[config.mk]
export PLATFORM = sky130hd
export DESIGN_NAME = nco_complex_mixer_core
export DESIGN_NICKNAME = d
export VERILOG_FILES = /design/src/rtl/ncm_pkg.sv /design/src/rtl/nco_complex_mixer_core.sv /design/src/rtl/ncm_phase_acc.sv /design/src/rtl/ncm_osc_rom.sv /design/src/rtl/ncm_mixer.sv
export SDC_FILE = /design/constraint.sdc
export NUM_CORES = 2
export LEC_CHECK = 0
export BUFFER_PORTS_ARGS = -buffer_cell sky130_fd_sc_hd__buf_4
export CORE_MARGIN = 8
export CORE_UTILIZATION = 40
export CTS_CLUSTER_DIAMETER = 50
export DETAILED_ROUTE_END_ITERATION = 7
export HOLD_SLACK_MARGIN = 0.02
export PLACE_DENSITY_LB_ADDON = 0.05
export SLEW_MARGIN = 40
export SYNTH_ARGS = -nofsm -noshare
export SYNTH_HDL_FRONTEND = slang
export SYNTH_HIERARCHICAL = 1
export SYNTH_SLANG_ARGS = --single-unit
[constraint.sdc]
create_clock -name clock -period 5.9 [get_ports clock]
set_input_delay 0.59 -clock clock [delete_from_list [all_inputs] [get_ports clock]]
set_output_delay 0.59 -clock clock [all_outputs]
set_load 0.01 [all_outputs]
[src/rtl/ncm_pkg.sv]
// Package for the NCO complex mixer: sample widths, product widths and the
// pipeline control struct shared by the phase, table and mixer modules.
// Depends on nothing.
`timescale 1ns / 1ps

package ncm_pkg;

   localparam int SAMPLE_BITS = 16;
   localparam int PROD_BITS   = 2 * SAMPLE_BITS;
   localparam int SUM_BITS    = PROD_BITS + 1;
   localparam int INC_BITS    = 32;

   typedef logic signed [SAMPLE_BITS-1:0] sample_type;
   typedef logic signed [PROD_BITS-1:0]   prod_type;
   typedef logic signed [SUM_BITS-1:0]    sum_type;

   typedef struct packed {
      logic advance;
      logic accept;
   } ncm_ctl_type;

endpackage

[src/rtl/nco_complex_mixer_core.sv]
// Channel  Direction  Handshake           Payload
// req      in         req_valid/stall     sample_i, sample_q, block_end_in
// rsp      out        rsp_valid/stall     mixed_i, mixed_q, block_end_out
// csr      in         csr_valid/ready     phase_increment (clears the phase)
//
// One item enters per clock unless a stalled result holds the pipeline.
// The stages are table read, products, then sum, rounding and saturation.
// A stalled result freezes the whole pipeline and stalls the input side.
// Synchronous reset clears the valid bits, the increment and the phase.
// Top level of the NCO complex mixer; depends on ncm_pkg and its submodules.
`timescale 1ns / 1ps

module nco_complex_mixer_core #(
   parameter int PHASE_BITS         = 32,
   parameter int TABLE_ADDRESS_BITS = 10
) (
   input  logic                          clock,
   input  logic                          reset,
   input  logic                          req_valid,
   output logic                          req_stall,
   input  ncm_pkg::sample_type           req_sample_i,
   input  ncm_pkg::sample_type           req_sample_q,
   input  logic                          req_block_end_in,
   output logic                          rsp_valid,
   input  logic                          rsp_stall,
   output ncm_pkg::sample_type           rsp_mixed_i,
   output ncm_pkg::sample_type           rsp_mixed_q,
   output logic                          rsp_block_end_out,
   input  logic                          csr_valid,
   output logic                          csr_ready,
   input  logic [ncm_pkg::INC_BITS-1:0]  csr_phase_increment
);
   import ncm_pkg::*;

   ncm_ctl_type ctl;
   logic [TABLE_ADDRESS_BITS-1:0] table_addr;
   logic v1_ff;
   logic v2_ff;
   logic v3_ff;
   logic end1_ff;
   logic end2_ff;
   logic end3_ff;
   sample_type samp_i_ff;
   sample_type samp_q_ff;
   sample_type sin_value;
   sample_type cos_value;

   assign ctl.advance = !(v3_ff && rsp_stall);
   assign ctl.accept  = req_valid && ctl.advance;
   assign req_stall   = !ctl.advance;
   assign csr_ready   = 1'b1;

   always_ff @(posedge clock) begin
      if (reset) begin
         v1_ff <= 1'b0;
         v2_ff <= 1'b0;
         v3_ff <= 1'b0;
      end else if (ctl.advance) begin
         v1_ff <= req_valid;
         v2_ff <= v1_ff;
         v3_ff <= v2_ff;
      end
   end

   always_ff @(posedge clock) begin
      if (ctl.advance) begin
         samp_i_ff <= req_sample_i;
         samp_q_ff <= req_sample_q;
         end1_ff <= req_block_end_in;
         end2_ff <= end1_ff;
         end3_ff <= end2_ff;
      end
   end

   ncm_phase_acc #(
      .PHASE_BITS        (PHASE_BITS),
      .TABLE_ADDRESS_BITS(TABLE_ADDRESS_BITS)
   ) u_phase (
      .clock     (clock),
      .reset     (reset),
      .ctl       (ctl),
      .inc_write (csr_valid && csr_ready),
      .inc_value (csr_phase_increment),
      .table_addr(table_addr)
   );

   ncm_osc_rom #(
      .TABLE_ADDRESS_BITS(TABLE_ADDRESS_BITS)
   ) u_rom (
      .clock    (clock),
      .ctl      (ctl),
      .addr     (table_addr),
      .sin_value(sin_value),
      .cos_value(cos_value)
   );

   ncm_mixer u_mixer (
      .clock    (clock),
      .ctl      (ctl),
      .sample_i (samp_i_ff),
      .sample_q (samp_q_ff),
      .sin_value(sin_value),
      .cos_value(cos_value),
      .mixed_i  (rsp_mixed_i),
      .mixed_q  (rsp_mixed_q)
   );

   assign rsp_valid = v3_ff;
   assign rsp_block_end_out = end3_ff;

endmodule

[src/rtl/ncm_phase_acc.sv]
// Phase increment register and phase accumulator of the oscillator.
// Depends on ncm_pkg for the control struct and the increment width.
`timescale 1ns / 1ps

module ncm_phase_acc #(
   parameter int PHASE_BITS         = 32,
   parameter int TABLE_ADDRESS_BITS = 10
) (
   input  logic                            clock,
   input  logic                            reset,
   input  ncm_pkg::ncm_ctl_type            ctl,
   input  logic                            inc_write,
   input  logic [ncm_pkg::INC_BITS-1:0]    inc_value,
   output logic [TABLE_ADDRESS_BITS-1:0]   table_addr
);
   import ncm_pkg::*;

   logic [PHASE_BITS-1:0] inc_ff;
   logic [PHASE_BITS-1:0] inc_in;
   logic [PHASE_BITS-1:0] acc_ff;
   logic [PHASE_BITS-1:0] acc_in;

   always_comb begin
      inc_in = inc_ff;
      acc_in = acc_ff;
      if (inc_write) begin
         inc_in = PHASE_BITS'(inc_value);
         acc_in = '0;
      end else if (ctl.accept) begin
         acc_in = acc_ff + inc_ff;
      end
   end

   always_ff @(posedge clock) begin
      if (reset) begin
         inc_ff <= '0;
         acc_ff <= '0;
      end else begin
         inc_ff <= inc_in;
         acc_ff <= acc_in;
      end
   end

   assign table_addr = acc_ff[PHASE_BITS-1 -: TABLE_ADDRESS_BITS];

endmodule

[src/rtl/ncm_osc_rom.sv]
// Sine table with two registered read ports giving sine and cosine.
// The table is built at elaboration; depends on ncm_pkg for the sample width.
`timescale 1ns / 1ps

module ncm_osc_rom #(
   parameter int TABLE_ADDRESS_BITS = 10
) (
   input  logic                           clock,
   input  ncm_pkg::ncm_ctl_type           ctl,
   input  logic [TABLE_ADDRESS_BITS-1:0]  addr,
   output ncm_pkg::sample_type            sin_value,
   output ncm_pkg::sample_type            cos_value
);
   import ncm_pkg::*;

   localparam int ENTRIES = 1 << TABLE_ADDRESS_BITS;
   localparam int QUARTER = ENTRIES / 4;
   localparam logic [63:0] HALF_PI_Q30 = 64'd1686629713;
   localparam logic [63:0] ONE_Q30 = 64'd1 << 30;
   localparam logic [63:0] HALF_Q30 = 64'd1 << 29;
   localparam logic [63:0] AMPLITUDE = (64'd1 << (SAMPLE_BITS - 1)) - 64'd1;

   function automatic logic [SAMPLE_BITS-1:0] quarter_sine(input logic [63:0] m);
      logic [63:0] x;
      logic [63:0] x2;
      logic [63:0] term;
      logic signed [63:0] sum;
      x = (HALF_PI_Q30 * m + 64'(QUARTER / 2)) >> (TABLE_ADDRESS_BITS - 2);
      x2 = (x * x + HALF_Q30) >> 30;
      sum = $signed(x);
      term = x;
      term = ((term * x2 + HALF_Q30) >> 30) / 64'd6;
      sum = sum - $signed(term);
      term = ((term * x2 + HALF_Q30) >> 30) / 64'd20;
      sum = sum + $signed(term);
      term = ((term * x2 + HALF_Q30) >> 30) / 64'd42;
      sum = sum - $signed(term);
      term = ((term * x2 + HALF_Q30) >> 30) / 64'd72;
      sum = sum + $signed(term);
      term = ((term * x2 + HALF_Q30) >> 30) / 64'd110;
      sum = sum - $signed(term);
      term = ((term * x2 + HALF_Q30) >> 30) / 64'd156;
      sum = sum + $signed(term);
      term = ((term * x2 + HALF_Q30) >> 30) / 64'd210;
      sum = sum - $signed(term);
      if (sum < 0) begin
         sum = 0;
      end
      if (sum > $signed(ONE_Q30)) begin
         sum = $signed(ONE_Q30);
      end
      return SAMPLE_BITS'(($unsigned(sum) * AMPLITUDE + HALF_Q30) >> 30);
   endfunction

   function automatic logic [ENTRIES*SAMPLE_BITS-1:0] build_table();
      logic [ENTRIES*SAMPLE_BITS-1:0] tbl;
      logic [SAMPLE_BITS-1:0] v;
      int quad;
      int r;
      tbl = '0;
      for (int k = 0; k < ENTRIES; k++) begin
         quad = k >> (TABLE_ADDRESS_BITS - 2);
         r = k & (QUARTER - 1);
         if ((quad & 1) != 0) begin
            v = quarter_sine(64'(QUARTER - r));
         end else begin
            v = quarter_sine(64'(r));
         end
         if ((quad & 2) != 0) begin
            v = -v;
         end
         tbl[k*SAMPLE_BITS +: SAMPLE_BITS] = v;
      end
      return tbl;
   endfunction

   localparam logic [ENTRIES*SAMPLE_BITS-1:0] SINE_TABLE = build_table();

   logic [TABLE_ADDRESS_BITS-1:0] cos_addr;
   sample_type sin_ff;
   sample_type cos_ff;

   assign cos_addr = addr + TABLE_ADDRESS_BITS'(QUARTER);

   always_ff @(posedge clock) begin
      if (ctl.advance) begin
         sin_ff <= $signed(SINE_TABLE[addr * SAMPLE_BITS +: SAMPLE_BITS]);
         cos_ff <= $signed(SINE_TABLE[cos_addr * SAMPLE_BITS +: SAMPLE_BITS]);
      end
   end

   assign sin_value = sin_ff;
   assign cos_value = cos_ff;

endmodule

[src/rtl/ncm_mixer.sv]
// Complex multiply of sample and oscillator: registered products, then sum,
// round half up and saturate into the result register. Depends on ncm_pkg.
`timescale 1ns / 1ps

module ncm_mixer (
   input  logic                  clock,
   input  ncm_pkg::ncm_ctl_type  ctl,
   input  ncm_pkg::sample_type   sample_i,
   input  ncm_pkg::sample_type   sample_q,
   input  ncm_pkg::sample_type   sin_value,
   input  ncm_pkg::sample_type   cos_value,
   output ncm_pkg::sample_type   mixed_i,
   output ncm_pkg::sample_type   mixed_q
);
   import ncm_pkg::*;

   localparam int TW = SUM_BITS + 1;
   localparam logic signed [TW-1:0] ROUND_BIAS = TW'(1) << (SAMPLE_BITS - 2);
   localparam logic signed [TW-1:0] MAX_VALUE = (TW'(1) << (SAMPLE_BITS - 1)) - TW'(1);
   localparam logic signed [TW-1:0] MIN_VALUE = -MAX_VALUE - TW'(1);

   function automatic sample_type round_sat(input sum_type acc);
      logic signed [TW-1:0] t;
      logic signed [TW-1:0] q;
      t = TW'(acc) + ROUND_BIAS;
      q = t >>> (SAMPLE_BITS - 1);
      if (q > MAX_VALUE) begin
         q = MAX_VALUE;
      end else if (q < MIN_VALUE) begin
         q = MIN_VALUE;
      end
      return SAMPLE_BITS'(q);
   endfunction

   prod_type ic_ff;
   prod_type qs_ff;
   prod_type is_ff;
   prod_type qc_ff;
   prod_type ic_in;
   prod_type qs_in;
   prod_type is_in;
   prod_type qc_in;
   sum_type sum_i;
   sum_type sum_q;
   sample_type mixed_i_ff;
   sample_type mixed_q_ff;
   sample_type mixed_i_in;
   sample_type mixed_q_in;

   assign ic_in = sample_i * cos_value;
   assign qs_in = sample_q * sin_value;
   assign is_in = sample_i * sin_value;
   assign qc_in = sample_q * cos_value;

   assign sum_i = SUM_BITS'(ic_ff) - SUM_BITS'(qs_ff);
   assign sum_q = SUM_BITS'(is_ff) + SUM_BITS'(qc_ff);
   assign mixed_i_in = round_sat(sum_i);
   assign mixed_q_in = round_sat(sum_q);

   always_ff @(posedge clock) begin
      if (ctl.advance) begin
         ic_ff <= ic_in;
         qs_ff <= qs_in;
         is_ff <= is_in;
         qc_ff <= qc_in;
         mixed_i_ff <= mixed_i_in;
         mixed_q_ff <= mixed_q_in;
      end
   end

   assign mixed_i = mixed_i_ff;
   assign mixed_q = mixed_q_ff;

endmodule

### Word level (Yosys, flattened, before mapping)

Index checks and enable logic that the tools add are counted.

| cells by class | value |
|---|---|
| $mul | 4 |
| multiplexer cells | 2 |
| shifts and indexed selects | 2 |
| reduce and logical (&&, ||, !) cells | 4 |
| add/sub/neg operators | 6 |
| order comparisons | 4 |

Operator list:

| cell | count |
|---|---|
| $shiftx A16384 B15 Y16 const A | 2 |
| $mul A16 B16 Y32 | 4 |
| $add A33 B16 Y34 const B | 2 |
| $gt A19 B16 Y1 const B | 2 |
| $lt A19 B16 Y1 const B | 2 |
| $add A32 B32 Y33 | 1 |
| $sub A32 B32 Y33 | 1 |
| $add A32 B32 Y32 | 1 |
| $mux W16 | 2 |
| $add A10 B9 Y10 const B | 1 |
| $logic_and A1 B1 Y1 | 2 |
| $reduce_or A2 Y1 | 1 |
| $logic_not A1 Y1 | 1 |

| word-level totals | value |
|---|---|
| output and inout bits | 36 |
| register bits | 294 |

### Depth between registers and ports, before layout

| depth | value |
|---|---|
| depth in word-level cells | 4 |
| depth in mapped cells | 25 |
| depth with buffers taken out | 22 |

### By module

The synthesis kept the hierarchy.

Modules (own cells, without submodules):

| module | cells each | times used | area each (um^2) | sequential area each (um^2) |
|---|---|---|---|---|
| ncm_mixer | 5088 | 1 | 48376.4 | 4804.6 |
| ncm_osc_rom | 2292 | 1 | 14764.2 | 960.9 |
| ncm_phase_acc | 466 | 1 | 3980.1 | 1281.2 |
| nco_complex_mixer_core | 52 | 1 | 1186.1 | 1111.1 |

### Worst setup path after synthesis

OpenSTA, ideal clock, no wires.

| path | value |
|---|---|
| path type | reg-to-reg |
| from | register u_rom.cos_ff[15] (netlist: u_rom/cos_value[15]) |
| to | register u_mixer.ic_ff[31], data pin |
| arrival | 6.052 ns |
| buffers on the path | 1 |
| period minus slack after synthesis | 6.312 ns |
| cell stages (with the launch flop) | 22 |
| slack | -0.412 ns |
| library setup time | 0.260 ns |
| required time | 5.640 ns |
| cell sequence | edfxtp_1 inv_1 buf_1 nor2_1 fa_1 fa_1 fa_1 fa_1 fa_1 inv_1 fa_1 inv_1 ha_1 a21oi_1 o21bai_1 a211o_1 a221o_1 a41o_2 a211o_1 a31o_1 a21oi_2 xnor2_1 |

| between the ends | value |
|---|---|
| longest elaborated chain between the ends | 1 |

Ends and longest elaborated chain:

| item | RTL line | source |
|---|---|---|
| start: declaration | ncm_osc_rom.sv:81 | `sample_type cos_ff;` |
| start signal: assignment | ncm_osc_rom.sv:88 | `cos_ff <= $signed(SINE_TABLE[cos_addr * SAMPLE_BITS +: SAMPLE_BITS]);` |
| $mul A16 B16 Y32 | ncm_mixer.sv:50 | `assign ic_in = sample_i * cos_value;` |
| named net u_mixer.ic_in[31] | ncm_mixer.sv:39 | `prod_type ic_in;` |
| end signal: assignment | ncm_mixer.sv:62 | `ic_ff <= ic_in;` |
| end: declaration | ncm_mixer.sv:35 | `prod_type ic_ff;` |

The timed path passes the listed nets, and every way through them passes these cells.
A chain may end at the register's enable or synchronous reset.

### Worst setup path after layout

| path | value |
|---|---|
| from | register samp_i_ff[15] |
| to | register u_mixer.ic_ff[31], data pin |

| between the ends | value |
|---|---|
| longest elaborated chain between the ends | 1 |

Ends and longest elaborated chain:

| item | RTL line | source |
|---|---|---|
| start: declaration | nco_complex_mixer_core.sv:43 | `sample_type samp_i_ff;` |
| start signal: assignment | nco_complex_mixer_core.sv:67 | `samp_i_ff <= req_sample_i;` |
| $mul A16 B16 Y32 | ncm_mixer.sv:50 |  |
| named net u_mixer.ic_in[31] | ncm_mixer.sv:39 |  |

The timed path passes the listed nets, and every way through them passes these cells.

==> impl_summary.md <==
Floorplan
The floorplan has between 150 and 200 rows. The initial utilization of the core area, before any placement, comes to 0.403. The core region is around 170,000 sq um. The die is 429 um tall. The horizontal die dimension is between 400 and 500 um. The die covers 184,000 sq um. The number of primary I/O pins is 106.

GRT
The initial antenna violation count is 26. Entering global routing, the biggest net connects 113 pins. For this run, global-route usage on met2 was measured as 0.549. In the global route stage, met1 resource usage came out at 0.417. The wire length of the first global-routing pass is 468 mm. The met3 capacity usage during global routing is 0.0813.

After global routing the overflow that remains totals 0. The global-route usage over all layers is 0.347. The number of global-route vias before repair was 66,200. The global routing stage identified its most utilized layer as met2.

Timing
The clock period minus final worst setup slack is 6.46 ns. At the pin with the least slew margin, the transition time is 1.04 ns. The number of hold violations in the final report came to 0. The slack of the critical path is -0.556 ns. Setup violations remaining at the end of the flow were counted as 42. The portion of the clock cycle consumed by the worst path in the final layout is 1.09. The maximum frequency from static timing analysis is 155 MHz.

The worst clock skew is ~0.11 ns. The worst slew margin relative to its limit is 0.307. The number of slew-limit violations in the final report was 0. Setup repair after global routing could not meet its margin everywhere.

Cells and area
The post-layout instance area is 81,800 sq um. For this run, the post-layout net count is 10,100. The sequential cells in the finished layout cover a total of 8180 sq um. The footprint of the multi-input gates is 54,600 sq um. The layout cell share with drive strength beyond 1 is 0.197. Counting the fill cells in the layout gives 16,600. Relative to the synthesized area, the layout overhead comes to 19.7%.

Yosys
The biggest area contributor in the post-synthesis netlist is sky130_fd_sc_hd__fa_1. The area of the mapped netlist is 68,300 sq um. The instance count of the mapped netlist is 7,898. In this run, synthesis produced a sequential element count of 294. The commonest cells after synthesis are sky130_fd_sc_hd__inv_1, sky130_fd_sc_hd__fa_1, sky130_fd_sc_hd__nand2_1, sky130_fd_sc_hd__and2_1, sky130_fd_sc_hd__ha_1. The area share of the largest cell type after synthesis is 0.308. By area the synthesized netlist is led by sky130_fd_sc_hd__fa_1, sky130_fd_sc_hd__edfxtp_1, sky130_fd_sc_hd__ha_1, sky130_fd_sc_hd__inv_1, sky130_fd_sc_hd__and2_1. During synthesis, Yosys emitted a total of 6 warnings. The flip-flop cell with the highest count after synthesis is sky130_fd_sc_hd__edfxtp_1. Yosys instantiated no cell more often than sky130_fd_sc_hd__inv_1. Counting every net in the synthesized netlist gives 9,531. The netlist uses 116 different library cells. The sequential area share after synthesis is 0.119. Averaged over all synthesized cells, the footprint is 8.65 sq um.

The proportion of register bits with asynchronous set or reset after synthesis is 0. In this run, synthesis inferred ~230 flip-flops with an integrated enable.

Drt
The number of remaining DRC errors is 0. The number of iterations in the first detailed-routing pass is 6. The detail-routed via count per cell is ~6.

The post-detailed-route wirelength per cell is 30.6 um. For this block, the routed nets add up to 330 mm of wire. The routed layout has 64,200 vias. In this run, the number of DRC markers left after iteration 0 of detailed routing was 6,588. The detail route stage leaves a number of antenna-violating nets equal to 0.

Placed design
In this run the cell area measured after placement is 77,100 sq um. Detailed placement finished with a half-perimeter wire length of 256 mm. The final weighted congestion in routability-driven placement is 1.11. The quantity of I/O buffers inserted on ports is between 100 and 150.

Run status
The flow ran to the end, but the final reports show violations. The final reports fail on negative setup slack.

Clock tree
The clock sink count is 294. For the worst-skew pair, the clock arrives at the later sink with an insertion delay of approximately 0.72 ns. The clock tree root driver cell is sky130_fd_sc_hd__clkbuf_16. The worst-case clock buffer depth is 3. In this run, CTS created clock tree buffers numbering between 50 and 60.

TritonCTS built the clock tree. After clock tree synthesis, the clock-pin slew on the worst setup and hold paths is ~0.05 ns. The H-tree depth reported by CTS is 2.

Critical path
For the worst setup path, the data arrival time is between 6 and 7 ns. The kind of start point of the critical path is a register. The worst setup path is captured at a register. The worst endpoint required time is 6.26 ns. Along the worst path, the maximum fanout reaches 5.

The worst setup path is of the register to register kind.

Flow run
The count of max-cap constraint violations is 0.

Worst hold path
The tightest min-delay check is of the primary input to register type.
==> cells in the final DEF, fill, tap and decap left out, types with 115 or more instances in the layout <==
cell	n
sky130_fd_sc_hd__ha_1	471
sky130_fd_sc_hd__nor3_1	115
sky130_fd_sc_hd__buf_4	936
sky130_fd_sc_hd__and2_1	475
sky130_fd_sc_hd__fa_1	1006
sky130_fd_sc_hd__nand3_1	125
sky130_fd_sc_hd__inv_1	1192
sky130_fd_sc_hd__nand2_1	746
sky130_fd_sc_hd__nor2_1	344
sky130_fd_sc_hd__o21ai_0	290
sky130_fd_sc_hd__a21oi_1	311
sky130_fd_sc_hd__edfxtp_1	227
sky130_fd_sc_hd__xnor2_1	136
==> critical path, stage by stage, from the launching register on <==
cell and delay (ns):
sky130_fd_sc_hd__edfxtp_1 0.51, sky130_fd_sc_hd__buf_6 0.19, sky130_fd_sc_hd__nand2_2 0.06, sky130_fd_sc_hd__inv_2 0.05
sky130_fd_sc_hd__fa_1 0.50, sky130_fd_sc_hd__inv_1 0.06, sky130_fd_sc_hd__fa_1 0.45, sky130_fd_sc_hd__fa_1 0.49
sky130_fd_sc_hd__inv_1 0.05, sky130_fd_sc_hd__fa_1 0.49, sky130_fd_sc_hd__fa_1 0.52, sky130_fd_sc_hd__inv_1 0.05
sky130_fd_sc_hd__fa_1 0.52, sky130_fd_sc_hd__inv_2 0.05, sky130_fd_sc_hd__ha_4 0.23, sky130_fd_sc_hd__a21oi_2 0.12
sky130_fd_sc_hd__o21bai_1 0.09, sky130_fd_sc_hd__a211o_1 0.26, sky130_fd_sc_hd__a221o_1 0.31, sky130_fd_sc_hd__a41o_2 0.27
sky130_fd_sc_hd__a211o_1 0.36, sky130_fd_sc_hd__a31o_1 0.24, sky130_fd_sc_hd__a21oi_2 0.15, sky130_fd_sc_hd__xnor2_1 0.07
==> final timing paths <==
kind / startpoint / end / slack (ns) / cells after the start
worst min-delay path: req_sample_q[10] / samp_q_ff[10] / 0.08 / 1
worst max register to register: samp_i_ff[15] / u_mixer/ic_ff[31] / -0.56 / 23
worst min register to register: end2_ff / rsp_block_end_out / 0.42 / 0
worst max-delay path: samp_i_ff[15] / u_mixer/ic_ff[31] / -0.56 / 23
==> layout make-up <==
type	instances	share of cell area
Inverter	1247	0.0573
Multi-Input combinational cell	5791	0.668
Timing Repair Buffer	1090	0.114
Clock buffer	63	0.0181
Sequential cell	294	0.100
Antenna cell	24	0.000734
Clock inverter	45	0.00724
Tap cell	2218	0.0339
==> layer usage <==
metal / vias to the layer above / part of all wire
met2: 3168 / 0.45
met3: 1090 / 0.083
met4: 16 / 0.089
met1: 32500 / 0.38
met5: - / 0.00073
li1: 27400 / -
==> metrics by stage <==
stage / hold WS [ns] / utilization / setup TNS, ns / std cells / worst slack [ns]
5_1_grt: 0.0424 / 0.482 / -22.82 / 10800 / -0.776
2_1_floorplan: 0.400 / - / -0.395 / 7898 / -0.119
6_report: 0.0785 / 0.483 / -11.20 / 10800 / -0.556
3_5_place_dp: 0.407 / 0.455 / -15.65 / 10500 / -0.537
4_1_cts: 0.0207 / 0.476 / -10.67 / 10700 / -0.520
3_3_place_gp: 0.403 / 0.455 / -14.21 / 10500 / -0.551
==> flip-flops by register name, summed over array words and instances, names as in the netlist, 32 cells and up <==
register / cells
u_mixer/ic_ff: 32
u_mixer/is_ff: 32
u_mixer/qc_ff: 32
u_mixer/qs_ff: 32
u_phase/acc_ff: 32
u_phase/inc_ff: 32
==> logic make-up (layout without fill, tap and decap cells) <==
| logic type | count (synthesis) | in the layout | synth area share |
|---|---|---|---|
| mux | 89 | 89 | 0.0149 |
| xor+xnor | 204 | 204 | 0.0264 |
| other cells | 1 | 25 | 0.0000549 |
| flops | 294 | 294 | 0.119 |
| fa+ha+maj | 1563 | 1563 | 0.402 |
| compound gates | 1639 | 1639 | 0.165 |
| simple gates | 2295 | 2295 | 0.166 |
| buf+inv | 1813 | 2445 | 0.106 |
==> repair_timing <==
item,4_1_cts,5_1_grt
hold endpoints to repair,11,0
resized for setup,240,187
hold buffers,11,0
setup buffers,50,48
pin swaps,117,160
endpoints found under the setup margin,60,71
gates cloned,2,5
Power is left out: the tool's default activity adds up to more than one toggle a clock period on the data nets, which glitch-free logic cannot reach.
